$ cat config.mk
export PLATFORM = sky130hd
export DESIGN_NAME = cbih_hash
export DESIGN_NICKNAME = d
export VERILOG_FILES = /design/src/design/coupled_bucket_index_hash_unit_macros.svh /design/src/design/cbih_pkg.sv /design/src/design/cbih_hash.sv
export SDC_FILE = /design/constraint.sdc
export NUM_CORES = 2
export LEC_CHECK = 0
export BUFFER_PORTS_ARGS = -buffer_cell sky130_fd_sc_hd__buf_2
export CORE_MARGIN = 4
export CORE_UTILIZATION = 58
export CTS_BUF_LIST = sky130_fd_sc_hd__clkbuf_2 sky130_fd_sc_hd__clkbuf_4 sky130_fd_sc_hd__clkbuf_8
export CTS_CLUSTER_SIZE = 40
export DETAILED_ROUTE_END_ITERATION = 10
export GPL_ROUTABILITY_DRIVEN = 0
export PLACE_DENSITY = 0.77
export SLEW_MARGIN = 0
export SYNTH_ARGS = -nofsm -noshare
export SYNTH_HDL_FRONTEND = slang
export SYNTH_SLANG_ARGS = --single-unit
export TNS_END_PERCENT = 10
$ cat constraint.sdc
create_clock -name clk -period 7.55 [get_ports clk]
set_clock_uncertainty 0.05 [all_clocks]
set_input_delay 1.1325 -clock clk [delete_from_list [all_inputs] [get_ports clk]]
set_output_delay 1.1325 -clock clk [all_outputs]
set_load 0.03 [all_outputs]
$ cat src/design/coupled_bucket_index_hash_unit_macros.svh
// Assertion macros shared by the coupled bucket index hash modules.
`ifndef COUPLED_BUCKET_INDEX_HASH_UNIT_MACROS_SVH
`define COUPLED_BUCKET_INDEX_HASH_UNIT_MACROS_SVH

`ifndef NO_ASSERTIONS
// Same-cycle implication, checked outside reset.
`define CBIH_ASSERT_IMP(label, ante, cons, msg) \
    label: assert property (@(posedge clk) disable iff (!rst_n) (ante) |-> (cons)) \
        else $error(msg);
// Next-cycle implication, checked outside reset.
`define CBIH_ASSERT_NXT(label, ante, cons, msg) \
    label: assert property (@(posedge clk) disable iff (!rst_n) (ante) |=> (cons)) \
        else $error(msg);
`else
`define CBIH_ASSERT_IMP(label, ante, cons, msg)
`define CBIH_ASSERT_NXT(label, ante, cons, msg)
`endif

`endif

$ cat src/design/cbih_pkg.sv
// Package with shared constants and types of the coupled bucket index hash.
`default_nettype none
package cbih_pkg;
    localparam int TABLE_BITS = 20;
    localparam int HASH_W = 32;
    localparam int DIV_W = 21;
    localparam int ROW_W = 16;
    localparam int OUT_W = 20;
    localparam int IDX_W = 2;

    localparam logic [IDX_W-1:0] REG_MODE = 2'd0;
    localparam logic [IDX_W-1:0] REG_TABLE = 2'd1;
    localparam logic [IDX_W-1:0] REG_RANGE = 2'd2;
    localparam logic [IDX_W-1:0] REG_EXTRA = 2'd3;

    localparam logic MODE_CIRCULAR = 1'b0;
    localparam logic MODE_NAIVE = 1'b1;

    localparam logic [HASH_W-1:0] ANCHOR_SEED = 32'd114514;
    localparam logic [HASH_W-1:0] MM_C1 = 32'hcc9e2d51;
    localparam logic [HASH_W-1:0] MM_C2 = 32'h1b873593;
    localparam logic [HASH_W-1:0] MM_ADD = 32'he6546b64;
    localparam logic [HASH_W-1:0] MM_LEN = 32'd4;
    localparam logic [HASH_W-1:0] MM_F1 = 32'h85ebca6b;
    localparam logic [HASH_W-1:0] MM_F2 = 32'hc2b2ae35;

    // Settings after clamping, as seen by the datapath.
    typedef struct packed {
        logic             mode;
        logic [DIV_W-1:0] tsize;
        logic [DIV_W-1:0] window;
        logic [DIV_W-1:0] arange;
    } cfg_t;

    function automatic logic [HASH_W-1:0] rotl(input logic [HASH_W-1:0] v, input int r);
        logic [2*HASH_W-1:0] d;
        d = {v, v} << r;
        return d[2*HASH_W-1 -: HASH_W];
    endfunction
endpackage
`default_nettype wire

$ cat src/design/cbih_hash.sv
// Five-stage MurmurHash3 x86_32 pipeline for one word under two seeds.
`default_nettype none
module cbih_hash (
    input  wire logic                         clk,
    input  wire logic                         rst_n,
    input  wire logic                         en,
    input  wire logic                         in_vld,
    input  wire logic [cbih_pkg::HASH_W-1:0]  word,
    input  wire logic [cbih_pkg::ROW_W-1:0]   seed,
    output logic                              out_vld,
    output logic [cbih_pkg::HASH_W-1:0]       hash_a,
    output logic [cbih_pkg::HASH_W-1:0]       hash_b
);
    import cbih_pkg::*;

    logic [4:0] vld_reg;
    logic [HASH_W-1:0] k1_reg, k2_reg;
    logic [ROW_W-1:0] seed1_reg, seed2_reg;
    logic [HASH_W-1:0] pa_reg, pb_reg, ma_reg, mb_reg, na_reg, nb_reg;
    logic [HASH_W-1:0] k1_next, k2_next, pa_next, pb_next, ma_next, mb_next;
    logic [HASH_W-1:0] na_next, nb_next;
    logic [HASH_W-1:0] ha, hb, xa, xb, ya, yb;

    always_comb
    begin
        k1_next = word * MM_C1;
        k2_next = rotl(k1_reg, 15) * MM_C2;
        ha = rotl(ANCHOR_SEED ^ k2_reg, 13);
        hb = rotl({{(HASH_W-ROW_W){1'b0}}, seed2_reg} ^ k2_reg, 13);
        pa_next = ((ha << 2) + ha + MM_ADD) ^ MM_LEN;
        pb_next = ((hb << 2) + hb + MM_ADD) ^ MM_LEN;
        xa = pa_reg ^ (pa_reg >> 16);
        xb = pb_reg ^ (pb_reg >> 16);
        ma_next = xa * MM_F1;
        mb_next = xb * MM_F1;
        ya = ma_reg ^ (ma_reg >> 13);
        yb = mb_reg ^ (mb_reg >> 13);
        na_next = ya * MM_F2;
        nb_next = yb * MM_F2;
    end

    always_ff @(posedge clk or negedge rst_n)
    begin
        if (!rst_n)
        begin
            vld_reg <= '0;
        end
        else if (en)
        begin
            vld_reg <= {vld_reg[3:0], in_vld};
        end
    end

    always_ff @(posedge clk)
    begin
        if (en)
        begin
            k1_reg <= k1_next;
            seed1_reg <= seed;
            k2_reg <= k2_next;
            seed2_reg <= seed1_reg;
            pa_reg <= pa_next;
            pb_reg <= pb_next;
            ma_reg <= ma_next;
            mb_reg <= mb_next;
            na_reg <= na_next;
            nb_reg <= nb_next;
        end
    end

    assign out_vld = vld_reg[4];
    assign hash_a = na_reg ^ (na_reg >> 16);
    assign hash_b = nb_reg ^ (nb_reg >> 16);
endmodule
`default_nettype wire

==> summary.txt <==
status: complete, no violations
Via density: 5.44
initial core utilization: 0.588
Crit Path Max Fanout: 6
Hold WS: 0.172 ns
Yosys top cell area share: 0.354
most frequent cells in the layout: inv_1 (1853), ha_1 (1223), fa_1 (1118)
hold_buf cts: 0
Die Y: 338 um
Post-synth EDFFs: 275
Final nets: 8585
Layout area overhead: 6.79%
number of H-tree levels: 2
global-route wire length before repair: 242 mm
initial DRC count: 3117
# DRC: 0
Syn Std Cell Area: 63300 um^2
CP Class: reg2reg
Hold Vio Cnt, Final: 0
maximum operating frequency: 136 MHz
Synth cell types: 89
GRT overflow: 0
Final min period: 7.33 ns
die span in x: 338 um
CTS sink cnt: 280
period utilization: 0.970
worst-case reg-to-reg path depth: 20
syn nets: 8328
Slew headroom: 0.367
vias: 41500
final core utilization: 0.628
Port Buf Inserts: 116
vias in the first global route: 44700
CTS Buf Count: 53
total die area: 114000 um^2
final-layout fill cell count: 8355
post-synth top area cell: fa_1
Mean Syn Cell Area: 10.7 um^2
Total Wirelength: 151 mm
post-placement cell count: 7535
CP max stage cell: fa_1
drt wl/cell: 19.8 um
Final setup viols: 0
cell row count: 120
Synth Instances: 5935
First-pass DRT Iterations: 6
max-cap violations: 0
crit start category: flip-flop
Final HPWL DP: 135 mm
post-synthesis sequential area ratio: 0.132
GRT Util Overall: 0.270
Synth Flop Type: edfxtp_1
HP Class: in2async
largest net degree at the start of global routing: 149
Max Slew Vio Count: 0
CP required: 7.95 ns
actual slew at the worst max-slew pin: 0.950 ns
IO Pins: 117
CP max stage delay: 0.54 ns
Reg clk slew, reported paths: 0.06 ns
most common cell after layout, fill and taps aside: inv_1
ANT nets after route: 0
CTS tree: yes
Async S/R FF share, synth: 0.0179
CTS max path bufs: 3
most frequent CP cell: fa_1
Worst Path Arrival: 7.72 ns
Yosys warnings: 0
CTS root buf: clkbuf_8
RSZ-0062 raised after global routing: yes
number of synthesized register bits: 280
share of cells above drive strength 1: 0.0613
core area: 108000 um^2
Worst-Skew Late Latency: 0.74 ns
top cells by area, synth: fa_1 (35%), ha_1 (24%), edfxtp_1 (13%), inv_1 (11%), xnor2_1 (4.4%)
Worst Setup End Kind: flip-flop
Final Non-Filler Cells: 7638
antenna violations before repair: 2
critical-path cell list: xnor2_1 > inv_1 > xnor2_1 > ha_1 > or2_2 > fa_1 > fa_1 > inv_1 > fa_1 > fa_1 > inv_1 > fa_1 > fa_1 > fa_1 > ha_1 > and3_1 > a21o_1 > or4b_1 > a31oi_1 > xnor2_1
==> critical path: cells and delay by family (launching register included) <==
family / cells / cell delay (ns)
flops: 1 / 0.48
compound gates: 2 / 0.46
buf+inv: 3 / 0.37
fa+ha+maj: 9 / 3.98
simple gates: 3 / 0.99
xor+xnor: 3 / 0.78
==> repair_timing <==
action,4_1_cts,5_1_grt
setup endpoints to repair,0,13
gates resized for setup,0,15
setup buffers,0,5
==> through the flow <==
step | worst slack (ns) | cell area (um^2) | TNS, ns
after floorplan | 0.314 | 63300 | 0
after global placement | 0.210 | 66300 | 0
after detailed placement | 0.0958 | 66300 | 0
after CTS | 0.0809 | 67500 | 0
after global routing | -0.0684 | 67600 | -0.122
final | 0.224 | 67600 | 0
==> cells by family after synthesis <==
logic type / after synthesis / synth area share
simple gates: 374 / 0.0284
compound gates: 524 / 0.0562
fa+ha+maj: 2341 / 0.595
flops: 280 / 0.132
buf+inv: 1892 / 0.114
mux: 8 / 0.00136
xor+xnor: 516 / 0.0719
==> worst paths after layout <==
kind,startpoint,endpoint,slack (ns)
min reg2reg,seed1_reg[14],seed2_reg[14],0.37
min,rst_n,vld_reg[1],0.17
max,pb_reg[23],mb_reg[30],0.22
min in group clk,seed1_reg[14],seed2_reg[14],0.37
max reg2reg,pb_reg[23],mb_reg[30],0.22
max in group asynchronous,rst_n,vld_reg[3],7.15
==> synthesized netlist by cell type (all sizes together) (14+ instances only) <==
| cell | number |
|---|---|
| nor3 | 32 |
| a211oi | 14 |
| buf | 34 |
| fa | 1118 |
| xnor2 | 320 |
| nand3 | 34 |
| o21bai | 29 |
| a31oi | 21 |
| a21oi | 159 |
| nor2 | 128 |
| nand2 | 67 |
| nand2b | 18 |
| o21a | 30 |
| edfxtp | 275 |
| o21ai | 78 |
| inv | 1855 |
| nor2b | 22 |
| xor2 | 194 |
| and3 | 15 |
| a21o | 98 |
| ha | 1223 |
==> cell type report <==
type,instances,area [um^2],area share
inverter,1855,6960,0.103
antenna,1,2.50,0.0000370
timing repair buffer,239,1530,0.0226
multi-input combinational,3763,47800,0.707
sequential,280,8380,0.124
clock buffer,60,788,0.0117
clock inverter,37,403,0.00596
tap,1403,1760,0.0260
==> routing by layer <==
metal / part of all wire / GRT usage / vias to the layer above
met5: 0 / 0 / -
met4: 0.040 / 0.0937 / 0
met3: 0.076 / 0.0524 / 357
met2: 0.47 / 0.436 / 1527
met1: 0.42 / 0.366 / 20700
li1: - / - / 18900
Power is not shown: default switching activity piles up to over one toggle a cycle in this logic, so the estimate is an artifact.
