File: src/design/coupled_bucket_index_hash_unit_macros.svh
// Assertion macros shared by the coupled bucket index hash modules.
`ifndef COUPLED_BUCKET_INDEX_HASH_UNIT_MACROS_SVH
`define COUPLED_BUCKET_INDEX_HASH_UNIT_MACROS_SVH

`ifndef NO_ASSERTIONS
// Same-cycle implication, checked outside reset.
`define CBIH_ASSERT_IMP(label, ante, cons, msg) \
    label: assert property (@(posedge clk) disable iff (!rst_n) (ante) |-> (cons)) \
        else $error(msg);
// Next-cycle implication, checked outside reset.
`define CBIH_ASSERT_NXT(label, ante, cons, msg) \
    label: assert property (@(posedge clk) disable iff (!rst_n) (ante) |=> (cons)) \
        else $error(msg);
`else
`define CBIH_ASSERT_IMP(label, ante, cons, msg)
`define CBIH_ASSERT_NXT(label, ante, cons, msg)
`endif

`endif

File: src/design/cbih_pkg.sv
// Package with shared constants and types of the coupled bucket index hash.
`default_nettype none
package cbih_pkg;
    localparam int TABLE_BITS = 20;
    localparam int HASH_W = 32;
    localparam int DIV_W = 21;
    localparam int ROW_W = 16;
    localparam int OUT_W = 20;
    localparam int IDX_W = 2;

    localparam logic [IDX_W-1:0] REG_MODE = 2'd0;
    localparam logic [IDX_W-1:0] REG_TABLE = 2'd1;
    localparam logic [IDX_W-1:0] REG_RANGE = 2'd2;
    localparam logic [IDX_W-1:0] REG_EXTRA = 2'd3;

    localparam logic MODE_CIRCULAR = 1'b0;
    localparam logic MODE_NAIVE = 1'b1;

    localparam logic [HASH_W-1:0] ANCHOR_SEED = 32'd114514;
    localparam logic [HASH_W-1:0] MM_C1 = 32'hcc9e2d51;
    localparam logic [HASH_W-1:0] MM_C2 = 32'h1b873593;
    localparam logic [HASH_W-1:0] MM_ADD = 32'he6546b64;
    localparam logic [HASH_W-1:0] MM_LEN = 32'd4;
    localparam logic [HASH_W-1:0] MM_F1 = 32'h85ebca6b;
    localparam logic [HASH_W-1:0] MM_F2 = 32'hc2b2ae35;

    // Settings after clamping, as seen by the datapath.
    typedef struct packed {
        logic             mode;
        logic [DIV_W-1:0] tsize;
        logic [DIV_W-1:0] window;
        logic [DIV_W-1:0] arange;
    } cfg_t;

    function automatic logic [HASH_W-1:0] rotl(input logic [HASH_W-1:0] v, input int r);
        logic [2*HASH_W-1:0] d;
        d = {v, v} << r;
        return d[2*HASH_W-1 -: HASH_W];
    endfunction
endpackage
`default_nettype wire

File: src/design/cbih_mod_pipe.sv
// Restoring remainder pipeline, one dividend bit per stage.
`default_nettype none
`include "coupled_bucket_index_hash_unit_macros.svh"
module cbih_mod_pipe (
    input  wire logic                        clk,
    input  wire logic                        rst_n,
    input  wire logic                        en,
    input  wire logic                        in_vld,
    input  wire logic [cbih_pkg::HASH_W-1:0] dividend,
    input  wire logic [cbih_pkg::DIV_W-1:0]  divisor,
    output logic                             out_vld,
    output logic [cbih_pkg::DIV_W-1:0]       rem
);
    import cbih_pkg::*;

    logic [HASH_W-1:0] vld_reg;
    logic [DIV_W-1:0]  rem_reg [HASH_W];
    logic [HASH_W-1:0] dvd_reg [HASH_W];

    function automatic logic [DIV_W-1:0] step(input logic [DIV_W-1:0] r,
                                              input logic b,
                                              input logic [DIV_W-1:0] d);
        logic [DIV_W:0] t;
        t = {r, b};
        if (t >= {1'b0, d})
        begin
            t = t - {1'b0, d};
        end
        return t[DIV_W-1:0];
    endfunction

    always_ff @(posedge clk or negedge rst_n)
    begin
        if (!rst_n)
        begin
            vld_reg <= '0;
        end
        else if (en)
        begin
            vld_reg <= {vld_reg[HASH_W-2:0], in_vld};
        end
    end

    always_ff @(posedge clk)
    begin
        if (en)
        begin
            rem_reg[0] <= step('0, dividend[HASH_W-1], divisor);
            dvd_reg[0] <= dividend << 1;
        end
    end

    for (genvar s = 1; s < HASH_W; s++)
    begin : g_stage
        always_ff @(posedge clk)
        begin
            if (en)
            begin
                rem_reg[s] <= step(rem_reg[s-1], dvd_reg[s-1][HASH_W-1], divisor);
                dvd_reg[s] <= dvd_reg[s-1] << 1;
            end
        end
    end

    assign out_vld = vld_reg[HASH_W-1];
    assign rem = rem_reg[HASH_W-1];

    `CBIH_ASSERT_IMP(a_rem_below_divisor, out_vld, rem < divisor, "remainder not below divisor")
    `CBIH_ASSERT_NXT(a_hold_on_stall, !en, $stable(vld_reg), "pipeline moved while stalled")
    `CBIH_ASSERT_IMP(a_dvd_consumed, out_vld, dvd_reg[HASH_W-1] == '0, "dividend bits left over")
endmodule
`default_nettype wire

File: config.mk
export PLATFORM = sky130hd
export DESIGN_NAME = cbih_mod_pipe
export DESIGN_NICKNAME = d
export VERILOG_FILES = /design/src/design/cbih_pkg.sv /design/src/design/cbih_mod_pipe.sv
export VERILOG_INCLUDE_DIRS = /design/src /design/src/design
export SDC_FILE = /design/constraint.sdc
export NUM_CORES = 2
export LEC_CHECK = 0
export ABC_CLOCK_PERIOD_IN_PS = 8400
export BUFFER_PORTS_ARGS = -buffer_cell sky130_fd_sc_hd__buf_4
export CAP_MARGIN = 5
export CORE_MARGIN = 10
export CORE_UTILIZATION = 50
export CTS_CLUSTER_SIZE = 8
export DETAILED_ROUTE_END_ITERATION = 6
export GPL_ROUTABILITY_DRIVEN = 0
export PLACE_DENSITY = 0.63
export SLEW_MARGIN = 10
export SYNTH_ARGS = -nofsm -noshare
export SYNTH_HDL_FRONTEND = slang
export SYNTH_SLANG_ARGS = --single-unit
File: constraint.sdc
create_clock -name clk -period 8.4 [get_ports clk]
set_input_delay 0.42 -clock clk [delete_from_list [all_inputs] [get_ports clk]]
set_output_delay 0.42 -clock clk [all_outputs]
set_load 0.01 [all_outputs]
==> metrics.txt <==
CP Max Fanout 20; Required @ worst endpoint 8.91 ns; Clock Power Share 0.181; largest net degree at the start of global routing 166; reg2reg end rem_reg[1][248]$_DFFE_PP_; CTS Buf Count 170; max FFs per register 672; Total Neg Setup Slack 0 ns; HP Class input pin to async pin; actual slew at the worst max-slew pin 1.14 ns; Iter 0 DRT Violations 4230; final std cells w/o fill 8776; Synth Area per Inst 11.3 sq um; worst r2r path cells 12; status finished clean; core footprint 0.148 sq mm; Gate power share 0.501; final net count 7546; I/O Buffers 78; Pre-antenna DRT Iters 6; ANT cells 0; Cell Area, Synth 0.0748 sq mm; GR Overflow Total 0; Cell Rows 141; detailed placer's ending HPWL 126000 microns; drt wl/cell 20.9 microns; chip width 407 microns; first-pass GRT wire length 284000 microns; Placed Cells 8529; vias in the first global route 50882; CTS tree built; cell internal pwr 21.3 mW; sw power 13.4 mW; Cells after Synth 6597; PD cells 419 mW/mm^2; CTS root buf clkbuf_16; Worst Skew 0.0610 ns; All-Layer GR Usage 0.216; Reg power frac 0.318; R2R Path Start dvd_reg[1][340]$_DFFE_PP_; Max Cap Viol 0; worst vdd ir 200 uV; Rel. slew slack 0.239; Pleak 32.3 nW; layout cell share with drive strength beyond 1 0.124; final hold violation count 0; Post-synth EDFFs 1168; WP data arrival 4.71 ns; DR DRC count 0; Via Count 52986; DR vias/cell 6.04; Num Clock Sinks 1200; layout filler cell count 12451; CP Launch Type input pin; I/O pin cnt 79; post-CTS setup buffer count 0; PostCTS Resize Cnt 0; Synth cell types 99; Synth Net Count 7338; Synth Flop Type edfxtp_1; CP Capture Type register; R2R setup slack 4.23 ns; async set or reset register ratio after synthesis 0.0267; switching share of power 0.385; yosys warns 0; Max Clock Freq 238 MHz; min Tclk post-route 4.20 ns; initial core utilization 0.505; synthesis-stage register bit count 1200; crit share post-route 0.500; Post-Route WL 183000 microns; Clock Pin Slew Worst Setup and Hold Paths 0.05 ns; initial antenna violation count 0; critical path class input pin to register; final setup violation count 0; Die H 407 microns; CTS Buffer Depth 3; Area Overhead vs Synth 10.7%; RSZ-0062 raised after global routing false; max-slew violation count 0; ANT nets after route 0; worst skew pair latency 0.80 ns; die area 0.166 sq mm; Seq/Total Area, Yosys 0.479; H-tree Lvls 4
## cell usage in the layout (no fill, tap or decap), types with 19 or more instances in the layout
| master | netlist | layout |
|---|---|---|
| nand4_1 | 80 | 80 |
| o21bai_1 | 73 | 73 |
| mux2i_1 | 22 | 22 |
| and3_1 | 58 | 58 |
| dlygate4sd3_1 | 0 | 34 |
| nand2_1 | 335 | 334 |
| dfrtp_1 | 32 | 32 |
| a31oi_1 | 63 | 63 |
| buf_4 | 32 | 126 |
| o21ai_0 | 375 | 375 |
| xor2_1 | 163 | 163 |
| a21o_1 | 229 | 229 |
| edfxtp_1 | 1168 | 1168 |
| o31a_1 | 25 | 25 |
| o21a_1 | 96 | 96 |
| xnor2_1 | 328 | 328 |
| a31o_2 | 23 | 23 |
| ha_1 | 653 | 653 |
| nand2b_1 | 54 | 54 |
| a21boi_0 | 20 | 20 |
| or3_1 | 45 | 45 |
| nor3_1 | 118 | 118 |
| a21oi_1 | 608 | 605 |
| nand3_1 | 114 | 114 |
| nor2b_1 | 73 | 73 |
| o31ai_1 | 50 | 50 |
| inv_1 | 243 | 223 |
| inv_2 | 0 | 19 |
| mux2_2 | 384 | 384 |
| nor2_1 | 506 | 505 |
| a211oi_1 | 74 | 74 |
| o211ai_1 | 34 | 34 |
| or2_2 | 31 | 31 |
| clkbuf_16 | 0 | 171 |
| nor4_1 | 45 | 45 |
| fa_1 | 31 | 31 |
| clkbuf_1 | 48 | 24 |
## power by group through the flow
stage               combinational, mW  sequential, mW  clock (mW)
global placement                 16.8            11.1           0
global route                     19.3            11.2        6.69
finish                           17.4            11.1        6.27
CTS                              17.3            11.0        6.44
floorplan                        13.9            10.3           0
detailed placement               17.1            11.1           0
## metrics by stage
step	utilization	power [mW]	setup WS, ns	hold WS (ns)	instance area, sq um
after floorplan	-	24.2	3.48	0.124	74800
final	0.559	34.7	4.20	0.0776	82900
after global placement	0.524	27.9	3.45	0.366	77700
after CTS	0.559	34.8	4.22	0.0525	82900
after detailed placement	0.524	28.2	3.44	0.377	77700
after global routing	0.559	37.2	3.99	0.101	82900
## per-layer routing
layer / share of wire / vias to the layer above / track usage
met5: 0 / - / 0
met4: 0.034 / 0 / 0.0753
met3: 0.060 / 317 / 0.0346
met2: 0.45 / 1520 / 0.343
met1: 0.45 / 25577 / 0.299
li1: - / 25572 / -
## cells by family after synthesis
| logic type | count (synthesis) | share of synthesized area |
|---|---|---|
| adders and majority gates | 684 | 0.117 |
| and+or+nand+nor | 1570 | 0.102 |
| DFF | 1200 | 0.479 |
| buffers and inverters | 374 | 0.0215 |
| xor gates and xnor gates | 491 | 0.0575 |
| muxes | 425 | 0.0645 |
| AOI/OAI and AO/OA | 1853 | 0.158 |
## final cells by class
cell class	count	area [sq um]	area share
clock buffer	195	4370	0.0527
clock inverter	18	427	0.00515
inverter	243	915	0.0110
multi-input combinational	5023	37400	0.452
sequential	1200	35900	0.433
tap	1930	2410	0.0291
timing repair buffer	167	1430	0.0172
## worst max path at each step
stage                               from                   endpoint  slack [ns]  depth (start not counted)
3_3_place_gp                  divisor[0]   rem_reg[0][39]$_DFFE_PP_        3.45                         13
6_report                      divisor[4]  rem_reg[1][248]$_DFFE_PP_        4.20                         12
4_1_cts        dvd_reg[1][340]$_DFFE_PP_  rem_reg[1][248]$_DFFE_PP_        4.22                         12
5_1_grt        dvd_reg[0][154]$_DFFE_PP_  rem_reg[0][106]$_DFFE_PP_        3.99                         12
3_5_place_dp                  divisor[4]  rem_reg[1][319]$_DFFE_PP_        3.44                         12
2_1_floorplan                 divisor[1]   rem_reg[1][10]$_DFFE_PP_        3.48                         11
## synth_stat cells (48+ instances only)
| library cell | instances | share of area |
|---|---|---|
| o21bai_1 | 73 | 0.0073 |
| o21a_1 | 96 | 0.0096 |
| a21oi_1 | 608 | 0.041 |
| ha_1 | 653 | 0.11 |
| nand3_1 | 114 | 0.0076 |
| o21ai_0 | 375 | 0.025 |
| xor2_1 | 163 | 0.019 |
| edfxtp_1 | 1168 | 0.47 |
| nor3_1 | 118 | 0.0079 |
| mux2_2 | 384 | 0.058 |
| clkbuf_1 | 48 | 0.0024 |
| nand4_1 | 80 | 0.0067 |
| nand2_1 | 335 | 0.017 |
| nand2b_1 | 54 | 0.0045 |
| nor2_1 | 506 | 0.025 |
| and3_1 | 58 | 0.0048 |
| inv_1 | 243 | 0.012 |
| xnor2_1 | 328 | 0.038 |
| nor2b_1 | 73 | 0.0061 |
| a21o_1 | 229 | 0.023 |
| a211oi_1 | 74 | 0.0074 |
| a31oi_1 | 63 | 0.0053 |
| o31ai_1 | 50 | 0.0050 |
## critical path, cell delays in order
cell and delay [ns]:
buf_4 0.12, inv_2 0.57, buf_4 0.49, ha_1 0.35, o21a_1 0.12, a21oi_1 0.38
o221ai_2 0.19, a31oi_2 0.23, o221ai_2 0.19, o311ai_4 0.36, and2_1 0.75, mux2_2 0.43
## what timing repair did
item / CTS / global route
hold buffers: 34 / 0
setup endpoints to repair: 0 / 0
endpoints found under the hold margin: 65 / 0
(Power assumes the default switching activity.)
